<file path="src/design/assert_macros.svh">
// assertion helpers shared by the filter rtl
`ifndef ASSERT_MACROS_SVH
`define ASSERT_MACROS_SVH

// property that must hold at every clock edge out of reset
`define PF_ASSERT(name, expr, msg) \
    name: assert property (@(posedge clk) disable iff (!rst_n) (expr)) else $error(msg);

// property that must hold in the cycle after a trigger
`define PF_ASSERT_NEXT(name, trig, expr, msg) \
    name: assert property (@(posedge clk) disable iff (!rst_n) (trig) |=> (expr)) else $error(msg);

`endif

</file>
<file path="src/design/ipv4_pf_pkg.sv">
// ============================================================================
// ipv4_pf_pkg
// Shared constants and codes for the IPv4 header packet filter.
// ============================================================================
package ipv4_pf_pkg;

    // frame size limit default
    localparam int MAX_FRAME_BYTES_DEF = 65535;

    // register reset values
    localparam logic [31:0] BLOCKED_SRC_RST = 32'h7B2D_4359;
    localparam logic [15:0] TCP_PASS_RST    = 16'd22;
    localparam logic [15:0] TCP_WATCH_RST   = 16'd21;
    localparam logic [15:0] UDP_PASS_RST    = 16'd53;

    // header offsets and minimum lengths in bytes
    localparam logic [6:0] ETH_HDR_LEN  = 7'd14;
    localparam logic [6:0] IP_MIN_END   = 7'd34;
    localparam logic [6:0] TCP_HDR_LEN  = 7'd20;
    localparam logic [6:0] L4_MIN_LEN   = 7'd8;

    // fixed byte positions in the frame
    localparam logic [4:0] POS_ETYPE_HI = 5'd12;
    localparam logic [4:0] POS_ETYPE_LO = 5'd13;
    localparam logic [4:0] POS_IHL      = 5'd14;
    localparam logic [4:0] POS_PROTO    = 5'd23;
    localparam logic [4:0] POS_SRC_0    = 5'd26;
    localparam logic [4:0] POS_SRC_1    = 5'd27;
    localparam logic [4:0] POS_SRC_2    = 5'd28;
    localparam logic [4:0] POS_SRC_3    = 5'd29;

    localparam logic [15:0] ETHERTYPE_IPV4 = 16'h0800;
    localparam logic [7:0]  PROTO_ICMP     = 8'd1;
    localparam logic [7:0]  PROTO_TCP      = 8'd6;
    localparam logic [7:0]  PROTO_UDP      = 8'd17;

    // configuration register indexes
    typedef enum logic [1:0] {
        CFG_BLOCKED_SRC = 2'd0,
        CFG_TCP_PASS    = 2'd1,
        CFG_TCP_WATCH   = 2'd2,
        CFG_UDP_PASS    = 2'd3
    } cfg_index_t;

    // verdict reason codes
    typedef enum logic [2:0] {
        RSN_DEFAULT     = 3'd0,
        RSN_SHORT_ETH   = 3'd1,
        RSN_NOT_IPV4    = 3'd2,
        RSN_SHORT_IP    = 3'd3,
        RSN_BLOCKED_SRC = 3'd4,
        RSN_SHORT_L4    = 3'd5,
        RSN_TCP_PASS    = 3'd6,
        RSN_UDP_PASS    = 3'd7
    } reason_t;

endpackage

</file>
<file path="src/design/ipv4_header_packet_filter.sv">
// Path: last beat -> input register -> capture/snapshot -> result register ->
// m_tvalid, each held by back-pressure. Throughput: one byte beat per cycle unless
// a last beat waits on the snapshot, one verdict per frame, set by the byte-wide
// capture stage. Reset: rst_n clears all frame state and loads the register defaults.
// ============================================================================
// ipv4_header_packet_filter
// Byte-serial IPv4 header parser giving a pass/drop verdict per frame.
// ============================================================================
`include "assert_macros.svh"

module ipv4_header_packet_filter
    import ipv4_pf_pkg::*;
#(
    parameter int MAX_FRAME_BYTES = MAX_FRAME_BYTES_DEF
) (
    input  logic        clk,
    input  logic        rst_n,
    // frame byte stream
    input  logic        s_tvalid,
    output logic        s_tready,
    input  logic [7:0]  s_tdata,    // [7:0] frame_byte
    input  logic        s_tlast,    // last_byte
    // verdict stream
    output logic        m_tvalid,
    input  logic        m_tready,
    // [0] drop_frame, [3:1] verdict_reason, [4] watch_port_hit, [5] icmp_seen,
    // [13:6] icmp_type_out, [21:14] icmp_code_out, [23:22] zero
    output logic [23:0] m_tdata,
    // configuration writes
    input  logic        cfg_valid,
    output logic        cfg_ready,
    input  logic [1:0]  cfg_index,
    input  logic [31:0] cfg_data
);

    localparam int POS_W = $clog2(MAX_FRAME_BYTES + 1);
    localparam logic [POS_W-1:0] MAX_POS = POS_W'(MAX_FRAME_BYTES);

    // configuration registers
    logic [31:0] blocked_src_reg;
    logic [15:0] tcp_pass_reg;
    logic [15:0] tcp_watch_reg;
    logic [15:0] udp_pass_reg;

    assign cfg_ready = 1'b1;

    always_ff @(posedge clk or negedge rst_n)
    begin
        if (!rst_n)
        begin
            blocked_src_reg <= BLOCKED_SRC_RST;
            tcp_pass_reg    <= TCP_PASS_RST;
            tcp_watch_reg   <= TCP_WATCH_RST;
            udp_pass_reg    <= UDP_PASS_RST;
        end
        else if (cfg_valid && cfg_ready)
        begin
            unique case (cfg_index_t'(cfg_index))
                CFG_BLOCKED_SRC: blocked_src_reg <= cfg_data;
                CFG_TCP_PASS:    tcp_pass_reg    <= cfg_data[15:0];
                CFG_TCP_WATCH:   tcp_watch_reg   <= cfg_data[15:0];
                CFG_UDP_PASS:    udp_pass_reg    <= cfg_data[15:0];
            endcase
        end
    end

    // handshake between stages
    logic in_valid_reg;
    logic [7:0] in_byte_reg;
    logic in_last_reg;
    logic snap_valid_reg;
    logic m_valid_reg;
    logic in_fire;
    logic snap_ready;
    logic out_load;

    assign out_load   = snap_valid_reg && (!m_valid_reg || m_tready);
    assign snap_ready = !snap_valid_reg || out_load;
    assign in_fire    = in_valid_reg && (!in_last_reg || snap_ready);
    assign s_tready   = !in_valid_reg || in_fire;

    // input beat register
    always_ff @(posedge clk or negedge rst_n)
    begin
        if (!rst_n)
        begin
            in_valid_reg <= 1'b0;
        end
        else if (s_tready)
        begin
            in_valid_reg <= s_tvalid;
        end
    end

    always_ff @(posedge clk)
    begin
        if (s_tvalid && s_tready)
        begin
            in_byte_reg <= s_tdata;
            in_last_reg <= s_tlast;
        end
    end

    // per-frame capture state
    logic [POS_W-1:0] pos_reg, pos_next;
    logic [15:0] ether_type_reg, ether_type_next;
    logic [3:0]  header_words_reg, header_words_next;
    logic [7:0]  ip_protocol_reg, ip_protocol_next;
    logic [31:0] source_addr_reg, source_addr_next;
    logic [15:0] dest_port_reg, dest_port_next;
    logic [7:0]  icmp_type_reg, icmp_type_next;
    logic [7:0]  icmp_code_reg, icmp_code_next;
    logic [6:0]  l4_pos;
    logic        capture_en;

    // field capture at fixed and header-length-relative positions
    always_comb
    begin
        pos_next          = pos_reg;
        ether_type_next   = ether_type_reg;
        header_words_next = header_words_reg;
        ip_protocol_next  = ip_protocol_reg;
        source_addr_next  = source_addr_reg;
        dest_port_next    = dest_port_reg;
        icmp_type_next    = icmp_type_reg;
        icmp_code_next    = icmp_code_reg;
        capture_en        = pos_reg < MAX_POS;

        if (capture_en && pos_reg == POS_W'(POS_IHL))
        begin
            header_words_next = in_byte_reg[3:0];
        end
        // l4 offset follows the ihl byte even on the beat that carries it
        l4_pos = ETH_HDR_LEN + {1'b0, header_words_next, 2'b00};

        if (capture_en)
        begin
            pos_next = pos_reg + POS_W'(1);
            if (pos_reg == POS_W'(POS_ETYPE_HI)) ether_type_next[15:8] = in_byte_reg;
            if (pos_reg == POS_W'(POS_ETYPE_LO)) ether_type_next[7:0]  = in_byte_reg;
            if (pos_reg == POS_W'(POS_PROTO))    ip_protocol_next      = in_byte_reg;
            if (pos_reg == POS_W'(POS_SRC_0))    source_addr_next[31:24] = in_byte_reg;
            if (pos_reg == POS_W'(POS_SRC_1))    source_addr_next[23:16] = in_byte_reg;
            if (pos_reg == POS_W'(POS_SRC_2))    source_addr_next[15:8]  = in_byte_reg;
            if (pos_reg == POS_W'(POS_SRC_3))    source_addr_next[7:0]   = in_byte_reg;
            if (pos_reg == POS_W'(l4_pos))         icmp_type_next       = in_byte_reg;
            if (pos_reg == POS_W'(l4_pos + 7'd1))  icmp_code_next       = in_byte_reg;
            if (pos_reg == POS_W'(l4_pos + 7'd2))  dest_port_next[15:8] = in_byte_reg;
            if (pos_reg == POS_W'(l4_pos + 7'd3))  dest_port_next[7:0]  = in_byte_reg;
        end
    end

    // frame state update, cleared after the last beat
    always_ff @(posedge clk or negedge rst_n)
    begin
        if (!rst_n)
        begin
            pos_reg          <= '0;
            ether_type_reg   <= '0;
            header_words_reg <= '0;
            ip_protocol_reg  <= '0;
            source_addr_reg  <= '0;
            dest_port_reg    <= '0;
            icmp_type_reg    <= '0;
            icmp_code_reg    <= '0;
        end
        else if (in_fire)
        begin
            if (in_last_reg)
            begin
                pos_reg          <= '0;
                ether_type_reg   <= '0;
                header_words_reg <= '0;
                ip_protocol_reg  <= '0;
                source_addr_reg  <= '0;
                dest_port_reg    <= '0;
                icmp_type_reg    <= '0;
                icmp_code_reg    <= '0;
            end
            else
            begin
                pos_reg          <= pos_next;
                ether_type_reg   <= ether_type_next;
                header_words_reg <= header_words_next;
                ip_protocol_reg  <= ip_protocol_next;
                source_addr_reg  <= source_addr_next;
                dest_port_reg    <= dest_port_next;
                icmp_type_reg    <= icmp_type_next;
                icmp_code_reg    <= icmp_code_next;
            end
        end
    end

    // end-of-frame snapshot
    logic [POS_W-1:0] snap_len_reg;
    logic [15:0] snap_etype_reg;
    logic [3:0]  snap_words_reg;
    logic [7:0]  snap_proto_reg;
    logic [31:0] snap_src_reg;
    logic [15:0] snap_port_reg;
    logic [7:0]  snap_type_reg;
    logic [7:0]  snap_code_reg;

    always_ff @(posedge clk or negedge rst_n)
    begin
        if (!rst_n)
        begin
            snap_valid_reg <= 1'b0;
        end
        else if (in_fire && in_last_reg)
        begin
            snap_valid_reg <= 1'b1;
        end
        else if (out_load)
        begin
            snap_valid_reg <= 1'b0;
        end
    end

    always_ff @(posedge clk)
    begin
        if (in_fire && in_last_reg)
        begin
            snap_len_reg   <= pos_next;
            snap_etype_reg <= ether_type_next;
            snap_words_reg <= header_words_next;
            snap_proto_reg <= ip_protocol_next;
            snap_src_reg   <= source_addr_next;
            snap_port_reg  <= dest_port_next;
            snap_type_reg  <= icmp_type_next;
            snap_code_reg  <= icmp_code_next;
        end
    end

    // verdict decision
    logic [6:0] l4_base;
    logic [6:0] tcp_end;
    logic [6:0] l4_min_end;
    logic       drop_next;
    reason_t    reason_next;
    logic       watch_next;
    logic       icmp_next;
    logic [7:0] icmp_type_out_next;
    logic [7:0] icmp_code_out_next;

    always_comb
    begin
        l4_base            = ETH_HDR_LEN + {1'b0, snap_words_reg, 2'b00};
        tcp_end            = l4_base + TCP_HDR_LEN;
        l4_min_end         = l4_base + L4_MIN_LEN;
        drop_next          = 1'b0;
        reason_next        = RSN_DEFAULT;
        watch_next         = 1'b0;
        icmp_next          = 1'b0;
        icmp_type_out_next = '0;
        icmp_code_out_next = '0;

        priority if (snap_len_reg < POS_W'(ETH_HDR_LEN))
        begin
            drop_next   = 1'b1;
            reason_next = RSN_SHORT_ETH;
        end
        else if (snap_etype_reg != ETHERTYPE_IPV4)
        begin
            reason_next = RSN_NOT_IPV4;
        end
        else if (snap_len_reg < POS_W'(IP_MIN_END))
        begin
            drop_next   = 1'b1;
            reason_next = RSN_SHORT_IP;
        end
        else if (snap_src_reg == blocked_src_reg)
        begin
            drop_next   = 1'b1;
            reason_next = RSN_BLOCKED_SRC;
        end
        else if (snap_proto_reg == PROTO_TCP)
        begin
            priority if (snap_len_reg < POS_W'(tcp_end))
            begin
                drop_next   = 1'b1;
                reason_next = RSN_SHORT_L4;
            end
            else if (snap_port_reg == tcp_pass_reg)
            begin
                reason_next = RSN_TCP_PASS;
            end
            else if (snap_port_reg == tcp_watch_reg)
            begin
                watch_next = 1'b1;
            end
            else
            begin
                watch_next = 1'b0;
            end
        end
        else if (snap_proto_reg == PROTO_UDP)
        begin
            priority if (snap_len_reg < POS_W'(l4_min_end))
            begin
                drop_next   = 1'b1;
                reason_next = RSN_SHORT_L4;
            end
            else if (snap_port_reg == udp_pass_reg)
            begin
                reason_next = RSN_UDP_PASS;
            end
            else
            begin
                reason_next = RSN_DEFAULT;
            end
        end
        else if (snap_proto_reg == PROTO_ICMP)
        begin
            if (snap_len_reg < POS_W'(l4_min_end))
            begin
                drop_next   = 1'b1;
                reason_next = RSN_SHORT_L4;
            end
            else
            begin
                icmp_next          = 1'b1;
                icmp_type_out_next = snap_type_reg;
                icmp_code_out_next = snap_code_reg;
            end
        end
        else
        begin
            // other protocols pass by default
            reason_next = RSN_DEFAULT;
        end
    end

    // result register
    logic       drop_reg;
    reason_t    reason_reg;
    logic       watch_reg;
    logic       icmp_reg;
    logic [7:0] icmp_type_out_reg;
    logic [7:0] icmp_code_out_reg;

    always_ff @(posedge clk or negedge rst_n)
    begin
        if (!rst_n)
        begin
            m_valid_reg <= 1'b0;
        end
        else if (out_load)
        begin
            m_valid_reg <= 1'b1;
        end
        else if (m_tready)
        begin
            m_valid_reg <= 1'b0;
        end
    end

    always_ff @(posedge clk)
    begin
        if (out_load)
        begin
            drop_reg          <= drop_next;
            reason_reg        <= reason_next;
            watch_reg         <= watch_next;
            icmp_reg          <= icmp_next;
            icmp_type_out_reg <= icmp_type_out_next;
            icmp_code_out_reg <= icmp_code_out_next;
        end
    end

    assign m_tvalid = m_valid_reg;
    assign m_tdata  = {2'b00, icmp_code_out_reg, icmp_type_out_reg, icmp_reg, watch_reg,
                       reason_reg, drop_reg};

    // checks
    `PF_ASSERT(a_drop_matches_reason, !m_valid_reg || (drop_reg == (reason_reg == RSN_SHORT_ETH
        || reason_reg == RSN_SHORT_IP || reason_reg == RSN_BLOCKED_SRC
        || reason_reg == RSN_SHORT_L4)), "drop flag disagrees with reason")
    `PF_ASSERT(a_flags_default_only, !m_valid_reg || !(watch_reg || icmp_reg)
        || (!drop_reg && reason_reg == RSN_DEFAULT), "watch or icmp flag on non-default verdict")
    `PF_ASSERT(a_icmp_fields_zero, !m_valid_reg || icmp_reg
        || (icmp_type_out_reg == 8'd0 && icmp_code_out_reg == 8'd0), "icmp fields set without icmp")
    `PF_ASSERT_NEXT(a_clear_after_last, in_fire && in_last_reg,
        pos_reg == '0 && header_words_reg == '0, "frame state not cleared after last beat")

endmodule
</file>
<file path="config.mk">
export PLATFORM = sky130hd
export DESIGN_NAME = ipv4_header_packet_filter
export DESIGN_NICKNAME = d
export VERILOG_FILES = /design/src/design/ipv4_pf_pkg.sv /design/src/design/ipv4_header_packet_filter.sv
export VERILOG_INCLUDE_DIRS = /design/src /design/src/design
export SDC_FILE = /design/constraint.sdc
export NUM_CORES = 1
export LEC_CHECK = 0
export BUFFER_PORTS_ARGS = -buffer_cell sky130_fd_sc_hd__buf_2
export CAP_MARGIN = 20
export CORE_MARGIN = 2
export CORE_UTILIZATION = 54
export CTS_CLUSTER_SIZE = 30
export DETAILED_ROUTE_END_ITERATION = 16
export HOLD_SLACK_MARGIN = 0.03
export PLACE_DENSITY_LB_ADDON = 0.15
export SLEW_MARGIN = 5
export SYNTH_ARGS = -nofsm -noshare
export SYNTH_HDL_FRONTEND = slang
export SYNTH_SLANG_ARGS = --single-unit
</file>
<file path="constraint.sdc">
create_clock -name clk -period 9.75 [get_ports clk]
set_clock_uncertainty 0.1 [all_clocks]
set_input_delay 0.4875 -clock clk [delete_from_list [all_inputs] [get_ports clk]]
set_output_delay 0.4875 -clock clk [all_outputs]
set_load 0.01 [all_outputs]
</file>
==> impl_metrics.prom <==
# TYPE chip_impl_metric gauge
chip_impl_metric{name="wirelength",unit="µm"} 37000
chip_impl_metric{name="cts.hold.buffers_added",unit=""} 0
chip_impl_metric{name="yosys.area_share.adder",unit=""} 0.0141
chip_impl_metric{name="overall_power",unit="mW"} 3.48
chip_impl_metric{name="share_clk_of_total_power",unit=""} 0.361
chip_impl_metric{name="dr_wl_met2",unit="µm"} 17400
chip_impl_metric{name="maxCapViolCount",unit=""} 0
chip_impl_metric{name="synth.mux.area_fraction",unit=""} 0.0893
chip_impl_metric{name="per_cell_routed_wire_length",unit="µm"} 20.1
chip_impl_metric{name="fin_util",unit=""} 0.609
chip_impl_metric{name="crit_arrival",unit="ns"} 3.63
chip_impl_metric{name="core_area",unit="µm²"} 28900
chip_impl_metric{name="num_rows",unit=""} 62
chip_impl_info{name="outcome",value="complete, but fails checks"} 1
chip_impl_metric{name="yosysWarnings",unit=""} 0
chip_impl_metric{name="timing.setup.tns",unit="ns"} 0
chip_impl_metric{name="dieWidth",unit="µm"} 176
chip_impl_metric{name="hold-worst-slack",unit="ns"} -0.00493
chip_impl_metric{name="cts_resized",unit=""} 0
chip_impl_info{name="highest_layer",value="met4"} 1
chip_impl_metric{name="io-pin-count",unit=""} 75
chip_impl_metric{name="bufs_on_longest_clock_path",unit=""} 3
chip_impl_metric{name="yosys.area_share.xor_xnor",unit=""} 0.0573
chip_impl_metric{name="post_cts_buffers",unit=""} 0
chip_impl_metric{name="worst_tran_pin_value",unit="ns"} 1.10
chip_impl_metric{name="post-route-drc-count",unit=""} 0
chip_impl_metric{name="met3RoutedLength",unit="µm"} 1740
chip_impl_info{name="setup.worst_path.start",value="in_last_reg$_DFFE_PP_"} 1
chip_impl_metric{name="antennaDiodeCount",unit=""} 0
chip_impl_metric{name="netlist_area",unit="µm²"} 16000
chip_impl_info{name="r2r_start",value="in_last_reg$_DFFE_PP_"} 1
chip_impl_metric{name="synthesis.instances",unit=""} 1402
chip_impl_metric{name="area_delta_synth_final",unit="%"} 10.3
chip_impl_metric{name="drtIter0Drc",unit=""} 1074
chip_impl_metric{name="grt_max_degree",unit=""} 114
chip_impl_metric{name="count_of_clock_tree_sinks",unit=""} 329
chip_impl_metric{name="power_density",unit="nW/µm²"} 197
chip_impl_metric{name="io_buffer_count",unit=""} 71
chip_impl_metric{name="synth-edff-count",unit=""} 138
chip_impl_metric{name="grt_util_all_layers",unit=""} 0.243
chip_impl_info{name="crit_path_start_kind",value="flip-flop"} 1
chip_impl_metric{name="wire_length_of_the_first_global_routing_pass",unit="µm"} 58600
chip_impl_metric{name="sequential_fraction_of_the_synthesis_area",unit=""} 0.560
chip_impl_metric{name="internal_power",unit="mW"} 2.57
chip_impl_info{name="cts.root.buffer_cell",value="sky130_fd_sc_hd__clkbuf_16"} 1
chip_impl_metric{name="detailroute.via_count",unit=""} 10800
chip_impl_info{name="worst_setup_path_end_kind",value="flip-flop"} 1
chip_impl_info{name="unrepaired_setup_endpoints_after_global_routing",value="false"} 1
chip_impl_info{name="synthFlopType",value="sky130_fd_sc_hd__dfrtp_1"} 1
chip_impl_metric{name="post_route_cells_drive_above_1_share",unit=""} 0.187
chip_impl_metric{name="clkLatencyLatePin",unit="ns"} 0.51
chip_impl_metric{name="combinationalPowerShare",unit=""} 0.135
chip_impl_info{name="post-synth-top-count-cell",value="sky130_fd_sc_hd__nand2_1"} 1
chip_impl_metric{name="residual_overflow_from_global_routing",unit=""} 0
chip_impl_metric{name="final-max-slew-violation-count",unit=""} 0
chip_impl_metric{name="die-area",unit="µm²"} 31000
chip_impl_metric{name="achievable-frequency",unit="MHz"} 277
chip_impl_metric{name="die-height",unit="µm"} 176
chip_impl_metric{name="ys_async_sr_fraction",unit=""} 0.581
chip_impl_metric{name="power_switching",unit="mW"} 0.909
chip_impl_metric{name="numCtsBuffers",unit=""} 35
chip_impl_metric{name="synth-simple-area-share",unit=""} 0.121
chip_impl_metric{name="count_of_nets_left_with_antenna_violations_after_detail_routing",unit=""} 0
chip_impl_metric{name="met1Wirelength",unit="µm"} 17100
chip_impl_metric{name="ys_ff_latch",unit=""} 329
chip_impl_metric{name="setup_viol_count_final",unit=""} 0
chip_impl_info{name="violations",value="hold timing"} 1
chip_impl_info{name="min-delay-path-class",value="in -> async"} 1
chip_impl_metric{name="post-route-period-util",unit=""} 0.370
chip_impl_info{name="path_class",value="reg -> reg"} 1
chip_impl_info{name="synth_top_family_by_area",value="compound AO/OA/AOI/OAI gates"} 1
chip_impl_metric{name="post-dp-hpwl",unit="µm"} 24300
chip_impl_metric{name="final-hold-violation-count",unit=""} 2
chip_impl_metric{name="final_nets",unit=""} 1497
chip_impl_info{name="tritoncts",value="yes"} 1
chip_impl_info{name="synth.cells.most_frequent",value="sky130_fd_sc_hd__nand2_1 (184), sky130_fd_sc_hd__dfrtp_1 (164), sky130_fd_sc_hd__o21ai_0 (160), sky130_fd_sc_hd__edfxtp_1 (138), sky130_fd_sc_hd__mux2_2 (86)"} 1
chip_impl_metric{name="effective_utilization_at_floorplan",unit=""} 0.552
chip_impl_metric{name="worst-endpoint-required",unit="ns"} 9.77
chip_impl_metric{name="drt_pass1_iterations",unit=""} 5
chip_impl_metric{name="viasPerCell",unit=""} 5.88
chip_impl_metric{name="first_global_vias",unit=""} 10300
chip_impl_metric{name="synth_compound_area_frac",unit=""} 0.125
chip_impl_metric{name="share_seq_of_total_power",unit=""} 0.504
chip_impl_metric{name="power_leakage",unit="nW"} 6.80
chip_impl_metric{name="irDropWorstVdd",unit="mV"} 0.136
chip_impl_metric{name="antenna_violations_before_repair",unit=""} 0
chip_impl_metric{name="switching_share",unit=""} 0.261
chip_impl_metric{name="crit_path_max_fanout",unit=""} 83
chip_impl_metric{name="path_clk_slew",unit="ns"} 0.06
chip_impl_info{name="synth.area.top_cells",value="sky130_fd_sc_hd__edfxtp_1 (26%), sky130_fd_sc_hd__dfrtp_1 (26%), sky130_fd_sc_hd__mux2_2 (6.1%)"} 1
chip_impl_metric{name="htree_num_levels",unit=""} 2
chip_impl_metric{name="min_clock_period_post_route",unit="ns"} 3.61
chip_impl_metric{name="yosys.cell_types.count",unit=""} 72
chip_impl_metric{name="slew_headroom",unit=""} 0.269
chip_impl_metric{name="post_synth.cell_area_avg",unit="µm²"} 11.4
chip_impl_metric{name="gp_congestion",unit=""} 0.877
chip_impl_info{name="netlist.top_cell.by_area",value="sky130_fd_sc_hd__edfxtp_1"} 1
chip_impl_metric{name="yosysTopAreaCellShare",unit=""} 0.259
-- final cells by class --
type	instances	area, µm²
fill	2315	11300
sequential	329	8960
multi-input combinational	952	6510
clock buffer	51	1020
timing repair buffer	88	512
tap	384	480
inverter	25	96.3
clock inverter	12	55.1
-- worst paths after layout --
kind,end,slack [ns],depth (start not counted)
worst max-delay path,snap_src_reg[3]$_DFFE_PP_,6.14,6
worst min-delay path,icmp_code_reg[3]$_DFFE_PN0P_,-0.005,1
worst max register to register,snap_src_reg[3]$_DFFE_PP_,6.14,6
worst min register to register,icmp_type_reg[2]$_DFFE_PN0P_,0.40,2
max in group asynchronous,blocked_src_reg[19]$_DFFE_PN1P_,8.28,3
min in group clk,in_byte_reg[7]$_DFFE_PP_,0.05,1
-- placed cells by master, fill, tap and decap left out, drive strengths merged, types with 7 or more instances in the layout --
| master | instances |
|---|---|
| nor2b | 14 |
| edfxtp | 138 |
| nand3 | 20 |
| nor3 | 11 |
| nand2 | 184 |
| o21ai | 193 |
| ha | 18 |
| buf | 86 |
| nor4 | 24 |
| mux2 | 104 |
| dfrtp | 164 |
| o31ai | 12 |
| a21oi | 14 |
| o311ai | 8 |
| clkbuf | 53 |
| nand4 | 18 |
| or3 | 7 |
| dfstp | 27 |
| nor2 | 27 |
| and2 | 30 |
| and3 | 8 |
| xor2 | 51 |
| mux2i | 24 |
| inv | 25 |
| xnor2 | 51 |
| clkinv | 11 |
| nand2b | 9 |
| a22oi | 59 |
-- kinds of logic (layout without fill, tap and decap cells) --
logic type,count (synthesis),after routing
xor gates and xnor gates,103,103
AOI/OAI and AO/OA,321,321
buffers and inverters,122,176
DFF,329,329
muxes,128,128
adders and majority gates,18,18
and+or+nand+nor,379,379
other,2,3
-- layer usage --
metal,vias to the layer above,GRT usage
met5,-,0
met1,5343,0.355
li1,5112,-
met2,314,0.382
met4,0,0.0651
met3,52,0.0349
-- per-stage QoR --
step           setup WS [ns]  instances  cell area, µm²
3_5_place_dp            6.18       1776           16500
3_3_place_gp            6.31       1776           16500
5_1_grt                 5.84       1841           17600
6_report                6.14       1841           17600
2_1_floorplan           5.98       1403           16000
4_1_cts                 6.18       1839           17600
-- power by group through the flow --
stage	clock (mW)	combinational, mW	sequential (mW)
global placement	0	0.455	1.77
global route	1.33	0.524	1.77
CTS	1.27	0.470	1.75
detailed placement	0	0.468	1.78
floorplan	0	0.354	1.74
finish	1.26	0.470	1.75
-- worst max-delay path: stages, from the launching register on --
cell and delay [ns]:
sky130_fd_sc_hd__edfxtp_1 0.37, sky130_fd_sc_hd__buf_4 0.27, sky130_fd_sc_hd__nand4b_1 0.19, sky130_fd_sc_hd__and2_1 0.55, sky130_fd_sc_hd__nand2_1 0.41, sky130_fd_sc_hd__inv_4 0.39, sky130_fd_sc_hd__buf_4 0.90
Power figures use the tool's default switching activity.
